==> config.mk <==
export PLATFORM = sky130hd
export DESIGN_NAME = text_to_integer_parser_top
export DESIGN_NICKNAME = d
export VERILOG_FILES = /design/src/ttip_pkg.sv /design/src/ttip_front.sv /design/src/ttip_cmd_queue.sv /design/src/ttip_back.sv /design/src/text_to_integer_parser_top.sv
export SDC_FILE = /design/constraint.sdc
export NUM_CORES = 2
export LEC_CHECK = 0
export BUFFER_PORTS_ARGS = -buffer_cell sky130_fd_sc_hd__clkbuf_2
export CAP_MARGIN = 20
export CORE_MARGIN = 4
export CORE_UTILIZATION = 55
export DETAILED_ROUTE_END_ITERATION = 7
export GPL_TIMING_DRIVEN = 0
export HOLD_SLACK_MARGIN = 0.05
export PLACE_DENSITY = 0.7
export REMOVE_ABC_BUFFERS = 1
export SLEW_MARGIN = 20
export SYNTH_ARGS = -nofsm -noshare
export SYNTH_HDL_FRONTEND = slang
export SYNTH_SLANG_ARGS = --single-unit
==> constraint.sdc <==
create_clock -name clk -period 8.1 [get_ports clk]
set_clock_uncertainty 0.05 [all_clocks]
set_input_delay 1.62 -clock clk [delete_from_list [all_inputs] [get_ports clk]]
set_output_delay 1.62 -clock clk [all_outputs]
set_load 0.05 [all_outputs]
==> src/ttip_pkg.sv <==
// ----------------------------------------------------------------------------
// ttip_pkg
// types and constants shared by the text-to-integer parser modules
// ----------------------------------------------------------------------------
package ttip_pkg;

  // widths
  localparam int VALUE_BITS  = 64;
  localparam int OFFSET_BITS = 16;
  localparam int VALUE_W     = 64;
  localparam int CHAR_W      = 8;
  localparam int RADIX_W     = 6;
  localparam int DIGIT_W     = 6;

  // queue depths
  localparam int CMD_DEPTH = 2;
  localparam int CMD_PTR_W = $clog2(CMD_DEPTH);
  localparam int CMD_CNT_W = $clog2(CMD_DEPTH + 1);
  localparam int OUT_DEPTH = 2;
  localparam int OUT_PTR_W = $clog2(OUT_DEPTH);
  localparam int OUT_CNT_W = $clog2(OUT_DEPTH + 1);

  // bases
  localparam logic [RADIX_W-1:0] AUTO_RADIX = RADIX_W'(0);
  localparam logic [RADIX_W-1:0] DEC_BASE   = RADIX_W'(10);
  localparam logic [RADIX_W-1:0] OCT_BASE   = RADIX_W'(8);
  localparam logic [RADIX_W-1:0] HEX_BASE   = RADIX_W'(16);

  // character codes
  localparam logic [CHAR_W-1:0] CH_NUL   = 8'h00;
  localparam logic [CHAR_W-1:0] CH_ZERO  = 8'h30;
  localparam logic [CHAR_W-1:0] CH_NINE  = 8'h39;
  localparam logic [CHAR_W-1:0] CH_LO_A  = 8'h61;
  localparam logic [CHAR_W-1:0] CH_LO_Z  = 8'h7a;
  localparam logic [CHAR_W-1:0] CH_UP_A  = 8'h41;
  localparam logic [CHAR_W-1:0] CH_UP_Z  = 8'h5a;
  localparam logic [CHAR_W-1:0] CH_MINUS = 8'h2d;
  localparam logic [CHAR_W-1:0] CH_LO_X  = 8'h78;
  localparam logic [CHAR_W-1:0] CH_UP_X  = 8'h58;
  localparam logic [CHAR_W-1:0] LETTER_BIAS = 8'd10;

  // input item
  typedef struct packed {
    logic [CHAR_W-1:0]  char_in;
    logic [RADIX_W-1:0] radix;
    logic               start_req;
  } in_item_t;

  // result item
  typedef struct packed {
    logic signed [VALUE_W-1:0] value;
    logic [OFFSET_BITS-1:0]    stop_offset;
    logic                      no_digits;
  } out_item_t;

  // classified character handed from front to back
  typedef struct packed {
    logic               start_req;
    logic [RADIX_W-1:0] radix;
    logic               is_digit;
    logic [DIGIT_W-1:0] digit;
    logic               is_nul;
    logic               is_minus;
    logic               is_x;
    logic               is_zero;
  } cmd_t;

  // parse phase
  typedef enum logic [3:0] {
    PH_IDLE   = 4'b0001,
    PH_ZERO   = 4'b0010,
    PH_SKIP   = 4'b0100,
    PH_DIGITS = 4'b1000
  } phase_t;

endpackage

==> src/ttip_front.sv <==
// ----------------------------------------------------------------------------
// ttip_front
// accepts input items and classifies each character for the back end
// ----------------------------------------------------------------------------
module ttip_front
  import ttip_pkg::*;
(
  input  logic     push,
  input  in_item_t in_item,
  input  logic     q_full,
  output logic     full,
  output logic     cmd_push,
  output cmd_t     cmd
);

  logic [CHAR_W-1:0] num_off;
  logic [CHAR_W-1:0] lo_off;
  logic [CHAR_W-1:0] up_off;

  // accept whenever the command queue has room
  assign full     = q_full;
  assign cmd_push = push && !q_full;

  assign num_off = in_item.char_in - CH_ZERO;
  assign lo_off  = in_item.char_in - CH_LO_A + LETTER_BIAS;
  assign up_off  = in_item.char_in - CH_UP_A + LETTER_BIAS;

  // digit value and special characters
  always_comb begin
    cmd.start_req = in_item.start_req;
    cmd.radix     = in_item.radix;
    cmd.is_digit  = 1'b1;
    cmd.digit     = num_off[DIGIT_W-1:0];
    if (in_item.char_in inside {[CH_LO_A:CH_LO_Z]}) begin
      cmd.digit = lo_off[DIGIT_W-1:0];
    end else if (in_item.char_in inside {[CH_UP_A:CH_UP_Z]}) begin
      cmd.digit = up_off[DIGIT_W-1:0];
    end else if (!(in_item.char_in inside {[CH_ZERO:CH_NINE]})) begin
      cmd.is_digit = 1'b0;
    end
    cmd.is_nul   = (in_item.char_in == CH_NUL);
    cmd.is_minus = (in_item.char_in == CH_MINUS);
    cmd.is_x     = (in_item.char_in inside {CH_LO_X, CH_UP_X});
    cmd.is_zero  = (in_item.char_in == CH_ZERO);
  end

endmodule

==> src/ttip_cmd_queue.sv <==
// ----------------------------------------------------------------------------
// ttip_cmd_queue
// short queue of classified characters between front and back
// ----------------------------------------------------------------------------
module ttip_cmd_queue
  import ttip_pkg::*;
(
  input  logic clk,
  input  logic rst_n,
  input  logic push,
  input  cmd_t cmd_in,
  output logic full,
  input  logic pop,
  output logic valid,
  output cmd_t cmd_out
);

  cmd_t                 mem_r [CMD_DEPTH];
  logic [CMD_PTR_W-1:0] wr_ptr_r, wr_ptr_nxt;
  logic [CMD_PTR_W-1:0] rd_ptr_r, rd_ptr_nxt;
  logic [CMD_CNT_W-1:0] cnt_r, cnt_nxt;
  logic                 do_push;
  logic                 do_pop;

  assign full    = (cnt_r == CMD_CNT_W'(CMD_DEPTH));
  assign valid   = (cnt_r != '0);
  assign cmd_out = mem_r[rd_ptr_r];
  assign do_push = push && !full;
  assign do_pop  = pop && valid;

  // pointer and fill count update
  always_comb begin
    wr_ptr_nxt = wr_ptr_r;
    rd_ptr_nxt = rd_ptr_r;
    cnt_nxt    = cnt_r;
    if (do_push) begin
      wr_ptr_nxt = (wr_ptr_r == CMD_PTR_W'(CMD_DEPTH - 1)) ? '0 : wr_ptr_r + 1'b1;
    end
    if (do_pop) begin
      rd_ptr_nxt = (rd_ptr_r == CMD_PTR_W'(CMD_DEPTH - 1)) ? '0 : rd_ptr_r + 1'b1;
    end
    if (do_push && !do_pop) begin
      cnt_nxt = cnt_r + 1'b1;
    end else if (do_pop && !do_push) begin
      cnt_nxt = cnt_r - 1'b1;
    end
  end

  always_ff @(posedge clk) begin
    if (!rst_n) begin
      wr_ptr_r <= '0;
      rd_ptr_r <= '0;
      cnt_r    <= '0;
    end else begin
      wr_ptr_r <= wr_ptr_nxt;
      rd_ptr_r <= rd_ptr_nxt;
      cnt_r    <= cnt_nxt;
    end
  end

  // entry storage
  always_ff @(posedge clk) begin
    if (do_push) begin
      mem_r[wr_ptr_r] <= cmd_in;
    end
  end

endmodule

==> src/ttip_back.sv <==
// ----------------------------------------------------------------------------
// ttip_back
// parse state machine, multiply-accumulate and result queue
// ----------------------------------------------------------------------------
module ttip_back
  import ttip_pkg::*;
(
  input  logic      clk,
  input  logic      rst_n,
  input  logic      cmd_valid,
  input  cmd_t      cmd,
  output logic      cmd_pop,
  output logic      empty,
  input  logic      pop,
  output out_item_t out_item
);

  // parse state
  phase_t                   ph_r, ph_nxt;
  logic [RADIX_W-1:0]       base_r, base_nxt;
  logic                     neg_r, neg_nxt;
  logic [VALUE_BITS-1:0]    acc_r, acc_nxt;
  logic [OFFSET_BITS-1:0]   cnt_r, cnt_nxt;

  // effective values after start handling
  phase_t                   ph_e;
  logic [RADIX_W-1:0]       base_e;
  logic                     neg_e;
  logic [OFFSET_BITS-1:0]   cnt_e;
  logic [OFFSET_BITS-1:0]   cnt_adv;
  logic                     run;
  logic                     done;
  logic                     legal;

  logic [VALUE_BITS+RADIX_W-1:0] prod;
  logic [VALUE_BITS-1:0]    mac;
  logic [VALUE_BITS-1:0]    neg_acc;
  logic [VALUE_BITS-1:0]    res_acc;
  logic                     res_none;
  logic                     emit;
  out_item_t                res_item;

  // result queue
  out_item_t                out_mem_r [OUT_DEPTH];
  logic [OUT_PTR_W-1:0]     wr_ptr_r, wr_ptr_nxt;
  logic [OUT_PTR_W-1:0]     rd_ptr_r, rd_ptr_nxt;
  logic [OUT_CNT_W-1:0]     ocnt_r, ocnt_nxt;
  logic                     go;
  logic                     do_pop;

  // a character is taken whenever a result slot is free
  assign go      = cmd_valid && (ocnt_r != OUT_CNT_W'(OUT_DEPTH));
  assign cmd_pop = go;

  // multiply-accumulate and negation
  assign prod    = acc_r * base_e;
  assign mac     = prod[VALUE_BITS-1:0] + VALUE_BITS'(cmd.digit);
  assign neg_acc = '0 - acc_r;

  // parse step
  always_comb begin
    ph_nxt   = ph_r;
    base_nxt = base_r;
    neg_nxt  = neg_r;
    acc_nxt  = acc_r;
    cnt_nxt  = cnt_r;
    ph_e     = ph_r;
    base_e   = base_r;
    neg_e    = neg_r;
    cnt_e    = cnt_r;
    run      = 1'b0;
    done     = 1'b0;
    emit     = 1'b0;
    res_acc  = '0;
    res_none = 1'b0;
    if (go) begin
      if (cmd.start_req) begin
        neg_e   = 1'b0;
        cnt_e   = '0;
        neg_nxt = 1'b0;
        cnt_nxt = '0;
        acc_nxt = '0;
        if (cmd.radix == AUTO_RADIX && cmd.is_zero) begin
          // leading zero: wait for a possible x
          base_nxt = DEC_BASE;
          ph_nxt   = PH_ZERO;
          cnt_nxt  = OFFSET_BITS'(1);
        end else begin
          base_e = (cmd.radix == AUTO_RADIX) ? DEC_BASE : cmd.radix;
          ph_e   = PH_SKIP;
          run    = 1'b1;
        end
      end else begin
        run = (ph_r != PH_IDLE);
      end
    end
    cnt_adv = (cnt_e == '1) ? cnt_e : cnt_e + 1'b1;
    if (run) begin
      ph_nxt   = ph_e;
      base_nxt = base_e;
      // resolve the character after a leading zero
      if (ph_e == PH_ZERO) begin
        if (cmd.is_x) begin
          base_nxt = HEX_BASE;
          ph_nxt   = PH_SKIP;
          cnt_nxt  = cnt_adv;
          done     = 1'b1;
        end else begin
          base_e   = OCT_BASE;
          ph_e     = PH_DIGITS;
          base_nxt = OCT_BASE;
          ph_nxt   = PH_DIGITS;
        end
      end
    end
    legal = cmd.is_digit && (cmd.digit < base_e);
    if (run && !done) begin
      case (ph_e)
        PH_SKIP: begin
          if (legal) begin
            acc_nxt = VALUE_BITS'(cmd.digit);
            ph_nxt  = PH_DIGITS;
            cnt_nxt = cnt_adv;
          end else if (cmd.is_nul) begin
            emit     = 1'b1;
            res_none = 1'b1;
            ph_nxt   = PH_IDLE;
          end else begin
            if (cmd.is_minus) begin
              neg_nxt = 1'b1;
            end
            cnt_nxt = cnt_adv;
          end
        end
        PH_DIGITS: begin
          if (legal) begin
            acc_nxt = mac;
            cnt_nxt = cnt_adv;
          end else begin
            emit    = 1'b1;
            res_acc = neg_e ? neg_acc : acc_r;
            ph_nxt  = PH_IDLE;
          end
        end
        default: ;
      endcase
    end
  end

  // result item, the accumulator taken as a signed value of the same width
  always_comb begin
    res_item.value       = VALUE_W'(signed'(res_acc));
    res_item.stop_offset = cnt_e;
    res_item.no_digits   = res_none;
  end

  always_ff @(posedge clk) begin
    if (!rst_n) begin
      ph_r   <= PH_IDLE;
      base_r <= DEC_BASE;
      neg_r  <= 1'b0;
      acc_r  <= '0;
      cnt_r  <= '0;
    end else begin
      ph_r   <= ph_nxt;
      base_r <= base_nxt;
      neg_r  <= neg_nxt;
      acc_r  <= acc_nxt;
      cnt_r  <= cnt_nxt;
    end
  end

  // result queue control
  assign empty    = (ocnt_r == '0);
  assign do_pop   = pop && !empty;
  assign out_item = out_mem_r[rd_ptr_r];

  always_comb begin
    wr_ptr_nxt = wr_ptr_r;
    rd_ptr_nxt = rd_ptr_r;
    ocnt_nxt   = ocnt_r;
    if (emit) begin
      wr_ptr_nxt = (wr_ptr_r == OUT_PTR_W'(OUT_DEPTH - 1)) ? '0 : wr_ptr_r + 1'b1;
    end
    if (do_pop) begin
      rd_ptr_nxt = (rd_ptr_r == OUT_PTR_W'(OUT_DEPTH - 1)) ? '0 : rd_ptr_r + 1'b1;
    end
    if (emit && !do_pop) begin
      ocnt_nxt = ocnt_r + 1'b1;
    end else if (do_pop && !emit) begin
      ocnt_nxt = ocnt_r - 1'b1;
    end
  end

  always_ff @(posedge clk) begin
    if (!rst_n) begin
      wr_ptr_r <= '0;
      rd_ptr_r <= '0;
      ocnt_r   <= '0;
    end else begin
      wr_ptr_r <= wr_ptr_nxt;
      rd_ptr_r <= rd_ptr_nxt;
      ocnt_r   <= ocnt_nxt;
    end
  end

  always_ff @(posedge clk) begin
    if (emit) begin
      out_mem_r[wr_ptr_r] <= res_item;
    end
  end

endmodule

==> src/text_to_integer_parser_top.sv <==
// ----------------------------------------------------------------------------
// text_to_integer_parser_top
// character-stream string-to-integer converter with queue interfaces
// ----------------------------------------------------------------------------
// One character is taken per cycle while the queues have room, with push/full
// on the input and empty/pop on the result side. An item with start_req set
// begins a new string (radix 0 auto-detects 0x hex, leading-0 octal, else
// decimal); the first illegal character after a digit, or a NUL before any
// digit, yields one result with the value and the offset of the stopping
// character. The ending item passes through the command queue register; its
// result is written into the result queue register and shows on out_item
// when nothing is waiting ahead of it. The rate is set by the back end's
// single multiply-add of the accumulator by the base, done once per character;
// two-entry command and result queues let each side stall on its own.
module text_to_integer_parser_top
  import ttip_pkg::*;
(
  input  logic      clk,
  input  logic      rst_n,
  input  logic      push,
  output logic      full,
  input  in_item_t  in_item,
  output logic      empty,
  input  logic      pop,
  output out_item_t out_item
);

  logic cmd_push;
  cmd_t cmd_front;
  logic q_full;
  logic q_valid;
  logic q_pop;
  cmd_t q_cmd;

  // classify incoming characters
  ttip_front u_front (
    .push     (push),
    .in_item  (in_item),
    .q_full   (q_full),
    .full     (full),
    .cmd_push (cmd_push),
    .cmd      (cmd_front)
  );

  // decoupling queue
  ttip_cmd_queue u_cmd_queue (
    .clk     (clk),
    .rst_n   (rst_n),
    .push    (cmd_push),
    .cmd_in  (cmd_front),
    .full    (q_full),
    .pop     (q_pop),
    .valid   (q_valid),
    .cmd_out (q_cmd)
  );

  // parse and emit results
  ttip_back u_back (
    .clk       (clk),
    .rst_n     (rst_n),
    .cmd_valid (q_valid),
    .cmd       (q_cmd),
    .cmd_pop   (q_pop),
    .empty     (empty),
    .pop       (pop),
    .out_item  (out_item)
  );

endmodule

# Yosys cells after proc, flatten, opt, wreduce, memory -nomap -nowiden
# Memory sizes are Yosys's and may differ from the RTL's. A register that Yosys moved wholly into a read port is not among the register bits.
# Cells that the tools add are included.
# word_totals
register_bits	99
latch_bits	0
mem_bits_rw	198
mem_bits_ro	0
inputBits	19
out_inout_bits	83
elab_cells	176
mem_count	2
# classes
add_sub_neg	16
mul	1
div	0
order_cmp	7
n_eq_ne	11
n_shift	0
mux	95
bitwise	0
reduce_logical	33
# mem_list
name	words	width	read_ports	rd_clocked_by_memory_dff	wr	line_no	text
u_back.out_mem_r	2	81	1	1	1	ttip_back.sv:44	out_item_t out_mem_r [OUT_DEPTH];
u_cmd_queue.mem_r	2	18	1	1	1	ttip_cmd_queue.sv:18	cmd_t mem_r [CMD_DEPTH];
# op_table
cell	n
$mux 64	9
$mux 16	12
$pmux 64 s2	1
$mux 6	14
$add 64x6->64	1
$mul 64x6->64	1
$mux 4	16
$sub 1x64->64 const A	1
$mux 1	35
$pmux 16 s2	1
$add 16x1->16 const B	1
$eq 16x16->1 const B	1
$eq 8x6->1 const B	2
$eq 8x7->1 const B	2
$ge 8x7->1 const B	2
$le 8x7->1 const B	2
$logic_and 1x1->1	15
$reduce_bool 2->1	7
$add 6x4->6 const B	2
$sub 6x6->6 const B	2
$ge 8x6->1 const B	1
$le 8x6->1 const B	1
$logic_not 8->1	1
$mux 2	4
18 further kinds	29

# Depth between registers and ports, before layout
# logic_depth
depth_word	17
depth_mapped	29
mapped_depth_nobuf	27

# Modules after synthesis
# From an unflattened synthesis, not the netlist that was laid out.
# hier_totals
hier_cells	2520
area_unflattened_um2	25689.6
# by_module_without_submodules
mod	instances	cells_each	area_each_um2	seq_area_each_um2
ttip_back	1	2372	23627.7	6786.5
ttip_cmd_queue	1	81	1532.7	1181.1
ttip_front	1	67	529.3	0.0

# Worst setup path after synthesis
# No wires, ideal clock.
# synth_timing
path_kind	reg-to-reg
startpoint	register (tool-made name)
endpoint	memory u_back.out_mem_r[0][0] in the netlist's numbering, enable pin
setup_ns	0.521
arrival_ns	6.543
required_ns	7.529
slack_ns	0.986
stages_incl_launch_ff	18
path_buffers	3
period_less_slack_ns	7.114
cell_sequence	dfxtp_1 -> buf_2 -> mux2i_2 -> nor3_4 -> clkbuf_1 -> a21oi_1 -> a41oi_1 -> or2_2 -> clkbuf_1 -> inv_1 -> ha_1 -> a21o_1 -> a21oi_1 -> o21ai_0 -> a21oi_4 -> nor2_1 -> nand2_1 -> nor2_1
# synth_lines
item	line_no
to (decl)	ttip_back.sv:44

# Final worst setup path
# layout_timing
startpoint	register u_back.ph_r[3]
endpoint	register u_back.acc_r[53]
# layout_via
elab_chain_len	11
word_cells_on_any_way	26
classes_between	1 x add/sub; 1 x mul; 1 x order compare; 4 x eq/ne; 16 x mux; 3 x reduce/logical
# layout_rtl
item	line_no	text
from (decl)	ttip_back.sv:19	phase_t ph_r, ph_nxt;
from (signal assigned)	ttip_back.sv:165	ph_r <= ph_nxt;
$mux 4	ttip_back.sv:83	if (cmd.radix == AUTO_RADIX && cmd.is_zero) begin
$mux 4	ttip_back.sv:77	if (cmd.start_req) begin
$mux 4	ttip_back.sv:76	if (go) begin
$eq 4x2->1	ttip_back.sv:102	if (ph_e == PH_ZERO) begin
$mux 6	ttip_back.sv:102	
$mux 6	ttip_back.sv:98	if (run) begin
$mul 64x6->64 or $lt 6x6->1 (tied branches)	ttip_back.sv:56, ttip_back.sv:116	
$add 64x6->64 or $logic_and 1x1->1 (tied branches)	ttip_back.sv:57, ttip_back.sv:116	
$mux 64, on equally long branches	ttip_back.sv:136, ttip_back.sv:120	
$pmux 64 s2	ttip_back.sv:118	case (ph_e)
$mux 64 *	ttip_back.sv:117	if (run && !done) begin
to (signal assigned)	ttip_back.sv:168	acc_r <= acc_nxt;
to (decl)	ttip_back.sv:22	logic [VALUE_BITS-1:0] acc_r, acc_nxt;
# Every way passes the cells marked *; elsewhere a longest branch is shown, timed or not.
# A chain may end at the register's enable or synchronous reset.

==> results by group <==
Status
  • Status: finished clean

Hold path
  • Hold path endpoint: u_back.base_r[2]
  • Hold Path Cell Cnt: 2
  • Hold wc startpoint: u_back.base_r[2]
  • Hold WC Path Type: flop to flop

Power
  • Total power: 5354 uW
  • Worst vdd ir: 0.1713 mV
  • PwrDens: 190.1 mW/mm^2
  • Leakage power: 0.01197 uW

Die
  • I/O pins: 102
  • Core area: 0.04577 mm^2
  • Die Footprint: 0.05019 mm^2
  • Initial core utilization: 56.08%
  • Row Count: 78
  • Die width: 224.0 um
  • Die Y: 224.0 um

Synthesis
  • Ys flop type: edfxtp_1
  • Mean post-synth cell area: 10.07 um^2
  • Post-synthesis xor/xnor area fraction: 4.782%
  • Synth Area in Simple Gates: 19.25%
  • Synth area leader: edfxtp_1
  • Count of state elements after synthesis: 299
  • Synth top area cells: edfxtp_1, fa_1, dfxtp_1
  • Synth unique cells: 95
  • Post-synth EDFFs: 198
  • Largest family of logic cells by synthesized area: adder cells
  • Post-Synthesis Cell Area: 0.02567 mm^2
  • Mapped Cells: 2,549
  • Synth Area in Compound Gates: 10.63%
  • Ys Warns: 0
  • Synth Area in Adders: 25.83%
  • Top cell type's share of synthesized area: 23.16%
  • Ys async rst share: 0%
  • Sequential area share after synthesis: 31.04%
  • Mux cell area share after synthesis: 4.523%

Setup path
  • Setup crit start kind: flop
  • Max Fanout on Critical Path: 12
  • R2R cell count: 25
  • Reg2reg end: u_back.acc_r[53]
  • Crit Path Category: flop to flop
  • R2R Setup Slk: 200 ps
  • Req. time, crit path: 8500 ps
  • CP arrival: 8300 ps
  • Crit end category: flop
  • RR Startpoint: u_back.ph_r[3]

Route
  • DR iter-0 viols: 1,799
  • Avg Vias per Cell: 6.099
  • Vias: 19,450
  • TritonRoute pass-1 iters: 5
  • DRC: 0
  • WL/cell: 21.14 um
  • Antenna viol nets, final: 0
  • Total Wirelength: 67,380 um

Job
  • Number of max-cap violations: 0

Clock tree
  • CTS tree: built
  • CTS Root Cell: clkbuf_16
  • Reg clk slew, reported paths: 60 ps
  • CTS buffer count: 36
  • Hold Buf Count CTS: 0
  • Max clock buf depth: 3
  • H-Tree Level Count: 2
  • Sink Count: 299
  • Clk_lat worst skew: 560 ps

Global route
  • First-pass GRT wire length: 107,800 um
  • GRT Util Overall: 26.61%
  • Vias in the first global route: 19,980
  • Pin count of the biggest net entering global routing: 54
  • Global route overflow: 0
  • Antenna violations before repair: 1

Final layout
  • N_diodes: 0
  • Most frequent cells in the layout: and2_1, fa_1, nor2_1
  • Share of layout cells above drive strength 1: 13.06%
  • Area Growth Syn to Fin: 9.724%
  • Non-filler instance count after layout: 3,188
  • Fin nets: 2,965
  • Most common cell after layout, fill and taps aside: and2_1

Timing
  • Slew @ Worst Pin: 1071 ps
  • RSZ-0062 raised after global routing: false
  • Rel. slew slack: 27.59%
  • Final setup viols: 0
  • Final Cycle Share: 97.50%
  • Fin. Hold Viols: 0
  • Max Freq: 126.6 MHz
  • Max-slew violations: 0
  • Tmin final: 7898 ps

Placement
  • Port Buffer Count: 101
  • Inst Count DP: 3,113
  • Gpl congestion: 0.9288
  • HPWL after detailed placement: 48,990 um
## worst max-delay path: stages (launching register included)
cell,delay [ps]
dfxtp_1,370
nor4b_1,940
and2_4,500
nor3_4,120
buf_4,210
buf_4,200
and2_1,180
fa_1,500
inv_1,50
fa_1,490
inv_1,70
fa_1,550
inv_1,60
fa_1,530
inv_1,50
ha_1,330
o21ai_0,140
a211oi_1,380
o21a_1,220
o21ai_0,130
a2111oi_1,530
or3_1,290
a21oi_1,150
a21oi_1,200
xor2_1,170
o311a_1,360
## metal layers
| metal | track usage [%] | wire length (um) |
|---|---|---|
| met1 | 36.87 | 28500 |
| met2 | 42.65 | 31580 |
| met3 | 4.665 | 5105 |
| met4 | 9.286 | 2200 |
| met5 | 0 | 0 |
## registers in the layout, summed over array words and instances, names as in the netlist, named ones only
name                  flops
u_back.ocnt_r             2
u_cmd_queue.cnt_r         2
u_cmd_queue.rd_ptr_r      1
u_back.rd_ptr_r           1
u_cmd_queue.wr_ptr_r      1
u_back.base_r             6
u_back.cnt_r             16
u_back.wr_ptr_r           1
u_back.out_mem_r        162
u_back.acc_r             64
u_cmd_queue.mem_r        36
u_back.neg_r              1
u_back.ph_r               4
## power breakdown
part	total (uW)	internal [uW]	switching [uW]
Sequential	1810	1730	83.1
Combinational	1860	520	1340
Clock	1690	1020	666
## area by class of cell
type                            instances  area (um^2)
Clock inverter                         17        221.5
Multi-Input combinational cell       1992        16830
Clock buffer                           49        991.0
Timing Repair Buffer                  136         1033
Sequential cell                       299         7975
Fill cell                            3712        17610
Inverter                               95        361.6
Tap cell                              600        750.7
## cells by family after synthesis
logic type / Yosys count
fa+ha+maj: 386
simple gates: 931
flops: 299
xor+xnor: 137
mux: 104
compound gates: 431
buf+inv: 261
## synth_stat cells, drive strengths merged (24+ instances only)
cell type and number:
nor3 32, fa 240, and2 269, nand4 27, a21oi 149, xor2 52, o21ai 106, clkbuf 155
edfxtp 198, dfxtp 101, nor2 229, a22oi 29, nand3 28, inv 94, nand2 168, mux2 93
nand2b 24, ha 146, xnor2 83, and3 68
## what timing repair did
action | CTS | global route
gates resized for setup | 8 | 9
pin swaps | 2 | 3
endpoints found under the setup margin | 47 | 8
cloned | 1 | 2
buffers inserted | 4 | 2
## through the flow
step	utilization [%]	hold slack (ps)	setup WS, ps	setup TNS, ps	cell area (um^2)
final	61.54	431.0	202.3	0	28170
after global routing	61.54	440.2	6.970	0	28170
after CTS	61.39	409.9	97.77	0	28100
after detailed placement	58.62	401.4	-1228	-23280	26830
after global placement	57.40	392.0	-8959	-2280470	26270
after floorplan	-	383.6	-1214	-101580	25020
## worst max path at each step
| stage | end | slack [ps] | startpoint |
|---|---|---|---|
| 4_1_cts | u_back.acc_r[63] | 100 | flop |
| 3_3_place_gp | u_back.out_mem_r[0][51] | -8960 | flop |
| 5_1_grt | u_back.acc_r[53] | 7 | u_back.ph_r[3] |
| 2_1_floorplan | u_back.out_mem_r[0][0] | -1210 | flop |
| 6_report | u_back.acc_r[53] | 200 | u_back.ph_r[3] |
| 3_5_place_dp | u_back.acc_r[53] | -1230 | flop |
(Power assumes the default switching activity.)
